## src/design/fkis_pkg.sv

```systemverilog
// ----------------------------------------------------------------------------
// fkis_pkg - shared types and constants for the FLV keyframe index scanner
// Tag preamble byte offsets, video keyframe codes and the index entry type.
// ----------------------------------------------------------------------------
package fkis_pkg;

  localparam int unsigned ADDR_W    = 32;
  localparam int unsigned SIZE_W    = 24;
  localparam int unsigned PIDX_W    = 4;

  localparam logic [ADDR_W-1:0] START_OFFSET_RESET = 32'd9;

  // Tag type and frame type codes
  localparam logic [7:0] TAG_VIDEO       = 8'h09;
  localparam logic [7:0] FRAME_TYPE_MASK = 8'hf0;
  localparam logic [7:0] FRAME_KEY       = 8'h10;

  // Preamble byte offsets
  localparam logic [PIDX_W-1:0] PRE_TAG_START = 4'd0;
  localparam logic [PIDX_W-1:0] PRE_TYPE      = 4'd4;
  localparam logic [PIDX_W-1:0] PRE_SIZE_HI   = 4'd5;
  localparam logic [PIDX_W-1:0] PRE_SIZE_MID  = 4'd6;
  localparam logic [PIDX_W-1:0] PRE_SIZE_LO   = 4'd7;
  localparam logic [PIDX_W-1:0] PRE_TIME_HI   = 4'd8;
  localparam logic [PIDX_W-1:0] PRE_TIME_MID  = 4'd9;
  localparam logic [PIDX_W-1:0] PRE_TIME_LO   = 4'd10;
  localparam logic [PIDX_W-1:0] PRE_TIME_EXT  = 4'd11;
  localparam logic [PIDX_W-1:0] PRE_LAST      = 4'd14;

  typedef struct packed {
    logic [31:0] timestamp;
    logic [31:0] position;
    logic [31:0] number;
  } key_entry_t;

endpackage

```

## src/design/flv_keyframe_index_scanner.sv

```systemverilog
// ----------------------------------------------------------------------------
// flv_keyframe_index_scanner - FLV tag stream keyframe index builder
// Parses tag preambles from a byte stream and emits one index entry per
// video keyframe tag: timestamp, preamble file position, entry number.
// ----------------------------------------------------------------------------
//
//  channel | signals                            | handshake
//  --------+------------------------------------+---------------------------
//  config  | cfg_we, cfg_data                   | write when cfg_we high
//  input   | data_byte, last_byte               | in_valid && !in_stall
//  output  | key_timestamp, key_position,       | out_valid && !out_stall
//          | key_number                         |
//
// One byte word is taken every cycle while in_stall is low; the parser state
// (position counter, preamble index, remaining data count) updates in the
// cycle of acceptance. A keyframe entry is registered when its first data
// byte is accepted. rst is synchronous, active high; it loads start offset 9
// and clears the keyframe counter. Output stalls are absorbed by a one-entry
// skid stage; in_stall rises only while that skid holds an entry.
// ----------------------------------------------------------------------------
module flv_keyframe_index_scanner (
  input  logic        clk,
  input  logic        rst,
  input  logic        cfg_we,
  input  logic [31:0] cfg_data,
  input  logic        in_valid,
  output logic        in_stall,
  input  logic [7:0]  data_byte,
  input  logic        last_byte,
  output logic        out_valid,
  input  logic        out_stall,
  output logic [31:0] key_timestamp,
  output logic [31:0] key_position,
  output logic [31:0] key_number
);

  logic                 accept;
  logic                 hit;
  logic                 buf_full;
  fkis_pkg::key_entry_t entry;
  fkis_pkg::key_entry_t out_entry;

  // advance the parser on each accepted byte word
  assign accept   = in_valid && !in_stall;
  assign in_stall = buf_full;

  fkis_parser u_parser (
    .clk       (clk),
    .rst       (rst),
    .cfg_we    (cfg_we),
    .cfg_data  (cfg_data),
    .accept    (accept),
    .data_byte (data_byte),
    .last_byte (last_byte),
    .hit       (hit),
    .entry     (entry)
  );

  // hold entries until the consumer takes them
  fkis_out_buf u_out_buf (
    .clk        (clk),
    .rst        (rst),
    .push       (accept && hit),
    .push_entry (entry),
    .full       (buf_full),
    .out_valid  (out_valid),
    .out_stall  (out_stall),
    .out_entry  (out_entry)
  );

  assign key_timestamp = out_entry.timestamp;
  assign key_position  = out_entry.position;
  assign key_number    = out_entry.number;

endmodule

```

## src/design/fkis_parser.sv

```systemverilog
// ----------------------------------------------------------------------------
// fkis_parser - tag preamble parser and keyframe detector
// Walks the tag stream one byte per accepted word and flags keyframe entries.
// ----------------------------------------------------------------------------
module fkis_parser (
  input  logic                 clk,
  input  logic                 rst,
  input  logic                 cfg_we,
  input  logic [31:0]          cfg_data,
  input  logic                 accept,
  input  logic [7:0]           data_byte,
  input  logic                 last_byte,
  output logic                 hit,
  output fkis_pkg::key_entry_t entry
);

  logic [31:0]                 start_offset;
  logic [31:0]                 byte_position, byte_position_next;
  logic [fkis_pkg::PIDX_W-1:0] preamble_index, preamble_index_next;
  logic                        in_data_phase, in_data_phase_next;
  logic [7:0]                  tag_kind, tag_kind_next;
  logic [fkis_pkg::SIZE_W-1:0] payload_size, payload_size_next;
  logic [31:0]                 tag_time, tag_time_next;
  logic [31:0]                 tag_start, tag_start_next;
  logic [fkis_pkg::SIZE_W-1:0] payload_left, payload_left_next;
  logic [31:0]                 keyframe_count, keyframe_count_next;

  always_comb begin
    byte_position_next  = byte_position + 32'd1;
    preamble_index_next = preamble_index;
    in_data_phase_next  = in_data_phase;
    tag_kind_next       = tag_kind;
    payload_size_next   = payload_size;
    tag_time_next       = tag_time;
    tag_start_next      = tag_start;
    payload_left_next   = payload_left;
    keyframe_count_next = keyframe_count;
    hit                 = 1'b0;

    if (in_data_phase) begin
      hit = (payload_left == payload_size) && (tag_kind == fkis_pkg::TAG_VIDEO) &&
            ((data_byte & fkis_pkg::FRAME_TYPE_MASK) == fkis_pkg::FRAME_KEY);
      if (hit && (keyframe_count != 32'hffff_ffff)) begin
        keyframe_count_next = keyframe_count + 32'd1;
      end
      payload_left_next = payload_left - 24'd1;
      if (payload_left_next == '0) begin
        in_data_phase_next = 1'b0;
      end
    end else begin
      case (preamble_index)
        fkis_pkg::PRE_TAG_START: tag_start_next    = byte_position;
        fkis_pkg::PRE_TYPE:      tag_kind_next     = data_byte;
        fkis_pkg::PRE_SIZE_HI:   payload_size_next = {data_byte, 16'h0000};
        fkis_pkg::PRE_SIZE_MID:  payload_size_next = payload_size | {8'h00, data_byte, 8'h00};
        fkis_pkg::PRE_SIZE_LO:   payload_size_next = payload_size | {16'h0000, data_byte};
        fkis_pkg::PRE_TIME_HI:   tag_time_next     = {8'h00, data_byte, 16'h0000};
        fkis_pkg::PRE_TIME_MID:  tag_time_next     = tag_time | {16'h0000, data_byte, 8'h00};
        fkis_pkg::PRE_TIME_LO:   tag_time_next     = tag_time | {24'h000000, data_byte};
        fkis_pkg::PRE_TIME_EXT:  tag_time_next     = tag_time | {data_byte, 24'h000000};
        default: ;
      endcase
      if (preamble_index == fkis_pkg::PRE_LAST) begin
        preamble_index_next = '0;
        if (payload_size_next != '0) begin
          in_data_phase_next = 1'b1;
          payload_left_next  = payload_size_next;
        end
      end else begin
        preamble_index_next = preamble_index + 4'd1;
      end
    end

    // End of file: rewind to the start of a fresh preamble
    if (last_byte) begin
      preamble_index_next = '0;
      in_data_phase_next  = 1'b0;
      payload_left_next   = '0;
      byte_position_next  = start_offset;
    end
  end

  assign entry.timestamp = tag_time;
  assign entry.position  = tag_start;
  assign entry.number    = keyframe_count;

  always_ff @(posedge clk) begin
    if (rst) begin
      start_offset   <= fkis_pkg::START_OFFSET_RESET;
      byte_position  <= fkis_pkg::START_OFFSET_RESET;
      preamble_index <= '0;
      in_data_phase  <= 1'b0;
      tag_kind       <= '0;
      payload_size   <= '0;
      tag_time       <= '0;
      tag_start      <= '0;
      payload_left   <= '0;
      keyframe_count <= '0;
    end else if (cfg_we) begin
      start_offset  <= cfg_data;
      byte_position <= cfg_data;
    end else if (accept) begin
      byte_position  <= byte_position_next;
      preamble_index <= preamble_index_next;
      in_data_phase  <= in_data_phase_next;
      tag_kind       <= tag_kind_next;
      payload_size   <= payload_size_next;
      tag_time       <= tag_time_next;
      tag_start      <= tag_start_next;
      payload_left   <= payload_left_next;
      keyframe_count <= keyframe_count_next;
    end
  end

endmodule

```

## src/design/fkis_out_buf.sv

```systemverilog
// ----------------------------------------------------------------------------
// fkis_out_buf - result register with skid stage
// Holds index entries for the output channel; stalls input when the skid fills.
// ----------------------------------------------------------------------------
module fkis_out_buf (
  input  logic                 clk,
  input  logic                 rst,
  input  logic                 push,
  input  fkis_pkg::key_entry_t push_entry,
  output logic                 full,
  output logic                 out_valid,
  input  logic                 out_stall,
  output fkis_pkg::key_entry_t out_entry
);

  logic                 skid_valid;
  fkis_pkg::key_entry_t skid_entry;
  logic                 pop;

  assign pop  = out_valid && !out_stall;
  assign full = skid_valid;

  always_ff @(posedge clk) begin
    if (rst) begin
      out_valid  <= 1'b0;
      skid_valid <= 1'b0;
    end else if (skid_valid) begin
      // drain skid into the output register
      if (pop) begin
        out_valid  <= 1'b1;
        skid_valid <= 1'b0;
      end
    end else if (push) begin
      if (!out_valid || pop) begin
        out_valid <= 1'b1;
      end else begin
        skid_valid <= 1'b1;
      end
    end else if (pop) begin
      out_valid <= 1'b0;
    end
  end

  always_ff @(posedge clk) begin
    if (skid_valid) begin
      if (pop) begin
        out_entry <= skid_entry;
      end
    end else if (push) begin
      if (!out_valid || pop) begin
        out_entry <= push_entry;
      end else begin
        skid_entry <= push_entry;
      end
    end
  end

endmodule

```

## config.mk

```make
export PLATFORM = sky130hd
export DESIGN_NAME = flv_keyframe_index_scanner
export DESIGN_NICKNAME = d
export VERILOG_FILES = /design/src/design/fkis_pkg.sv /design/src/design/flv_keyframe_index_scanner.sv /design/src/design/fkis_parser.sv /design/src/design/fkis_out_buf.sv
export SDC_FILE = /design/constraint.sdc
export NUM_CORES = 1
export LEC_CHECK = 0
export BUFFER_PORTS_ARGS = -buffer_cell sky130_fd_sc_hd__clkbuf_2
export CAP_MARGIN = 10
export CORE_MARGIN = 5
export CORE_UTILIZATION = 35
export DETAILED_ROUTE_END_ITERATION = 6
export PLACE_DENSITY = 0.51
export SYNTH_ARGS = -nofsm -noshare
export SYNTH_HDL_FRONTEND = slang
export SYNTH_SLANG_ARGS = --single-unit
```

## constraint.sdc

```tcl
create_clock -name clk -period 11.37 [get_ports clk]
set_clock_uncertainty 0.1 [all_clocks]
set_input_delay 2.274 -clock clk [delete_from_list [all_inputs] [get_ports clk]]
set_output_delay 2.274 -clock clk [all_outputs]
set_load 0.05 [all_outputs]
```

==> reports/results.tsv <==
metric	value	unit
die_w	237.1	um
grtUsageTotal	16.16	%
cts_tree	done	
drv_slew	0	
synth_top_area_cell	edfxtp_1	
cp_max_fo	49	
critPathKind	in -> reg	
cts_buffers	45	
period_share	44.07	%
yosysWarnings	0	
yosysUniqueCellTypes	83	
io_buffers	143	
routed_wl	47130	um
overflow	0	
nFillCells	4955	
synth.most_common_cell	dfxtp_1	
initial_core_util	35.25	%
grt_pass1_vias	12410	
synth-simple-area-share	16.02	%
max-vdd-ir-drop	105.9	uV
ant_nets	0	
clock_latency	580	ps
seq_area_frac_synth	56.69	%
yosys-mux-area-fraction	8.834	%
final_util	40.70	%
vias	13230	
drc	0	
synthFlopType	dfxtp_1	
setup_viol	0	
synth_top_family_by_area	simple AND/OR/NAND/NOR gates	
diodes	0	
dr.pass1.iters	5	
worst_slew_pin_slew	1136	ps
max_freq	199.6	MHz
clk_pin_slew_worst_paths	60	ps
synth_top_area_share	31.95	%
synth.net_count	1774	
synth_xor_area_share	2.378	%
grt_pass1_wl	74060	um
power_leakage	0.007476	uW
drt_iter0_drc	965	
status	completed	
routedWlPerCell	18.66	um
hpwlAfterDp	31030	um
arrival	5100	ps
htree_levels	2	
final_period_minus_worst_setup_slack	5010	ps
root_buffer	clkbuf_16	
cts.repair.resized	0	
place_congestion	0.8196	
postSynthAreaPerCell	10.47	um^2
postCtsSetupRepairBufs	0	
synthesis.area	18040	um^2
rsz0062_at_grt	false	
antenna_found_initial	0	
p_per_area	156.9	nW/um^2
core_area	51200	um^2
async_reset_ff_share	0	%
hold_viol_final	0	
slew-limit-headroom	24.29	%
synthCells	1724	
end_kind	flip-flop	
holdBufCountCts	0	
ys_seq_elements	415	
dieArea	56200	um^2
fin_setup_tns	0	ps
clock-sinks	415	
required	11460	ps
viasPerCell	5.238	
max_cap_violations	0	
synth_edf_count	192	
synth_compound_area_share	12.37	%
io_pins	144	
area_delta_synth_final	15.49	%
num-nets-final	1859	
synth_fa_ha_area_share	0.2774	%
hold_class	reg -> reg	
fp-row-count	83	
netlist_top_cells_area	edfxtp_1, dfxtp_1, mux2_2	
grt_max_degree	80	
start_kind	input port	
drive_gt1_share	19.18	%
ys_top_cells_by_count	dfxtp_1, nand2_1, edfxtp_1	
die_h	237.1	um
clock_path_buffers	3	
[state kept, by name, indices dropped and copies added, names as in the netlist, 8 cells and up]
register                 flops
u_out_buf.out_entry         96
u_out_buf.skid_entry        96
u_parser.byte_position      32
u_parser.keyframe_count     32
u_parser.payload_left       24
u_parser.payload_size       24
u_parser.start_offset       32
u_parser.tag_kind            8
u_parser.tag_start          32
u_parser.tag_time           32
[critical path, cell delays in order]
cell      delay, ps
clkbuf_2        240
nor4b_1         380
nand3_1         120
nor3_1          340
nand4_1         320
nor2_4          170
buf_4           540
buf_4           650
[kinds of logic (layout without fill, tap and decap cells)]
| group | after synthesis | after routing |
|---|---|---|
| xor+xnor | 49 | 49 |
| fa+ha+maj | 4 | 4 |
| mux | 148 | 148 |
| buf+inv | 151 | 273 |
| flops | 415 | 415 |
| simple gates | 587 | 587 |
| compound gates | 370 | 370 |
[cells in the final DEF, fill, tap and decap left out, types with 13 or more instances in the layout]
master / count
a211oi_1: 16
a21oi_1: 190
buf_4: 20
clkbuf_1: 13
clkbuf_16: 48
clkbuf_2: 142
dfxtp_1: 222
edfxtp_1: 192
inv_1: 24
mux2_2: 90
mux2i_1: 58
nand2_1: 194
nand3_1: 34
nand4_1: 26
nor2_1: 171
nor3_1: 31
o21ai_0: 60
o31ai_1: 14
or3_1: 18
xnor2_1: 39
[layer usage]
layer,vias up,share of wire (%),track usage (%)
met5,-,0,0
met4,0,2.0,3.831
li1,6434,-,-
met3,62,5.1,2.888
met1,6420,48,24.09
met2,316,45,24.45
[worst paths after layout]
check | from | endpoint | slack [ps] | depth (start not counted)
setup / recovery | data_byte[6] | u_out_buf.skid_entry[79] | 6360 | 8
hold / removal | u_parser.tag_start[10] | u_out_buf.skid_entry[42] | 360 | 0
hold reg to reg | u_parser.tag_start[10] | u_out_buf.skid_entry[42] | 360 | 0
setup reg to reg | u_parser.preamble_index[0] | u_parser.payload_left[13] | 7620 | 8
[layout make-up]
type                       instances  area, um^2  area share [%]
clock inverter                    16       215.2           1.033
clock buffer                      68        1346           6.460
timing repair buffer             163       872.1           4.185
tap                              680       850.8           4.083
sequential                       415       10230           49.11
inverter                          26       97.59          0.4683
multi-input combinational       1158        7224           34.67
[metrics by stage]
step                worst slack [ps]  total power, uW  std cells  hold WS, ps  area [um^2]
floorplan                      664.2             1719       1724        325.6        18040
global placement                5772             1769       2442        336.8        19280
detailed placement              5667             1772       2442        344.6        19280
CTS                             6259             3312       2526        359.0        20840
global route                    6065             3389       2526        371.8        20840
finish                          6360             3269       2526        359.0        20840
[power breakdown]
group / internal (uW) / switching [uW]
logic: 50.0 / 96.6
clock network: 933 / 597
registers: 1570 / 23.4
Note: power is estimated with default switching activity, not from simulation.
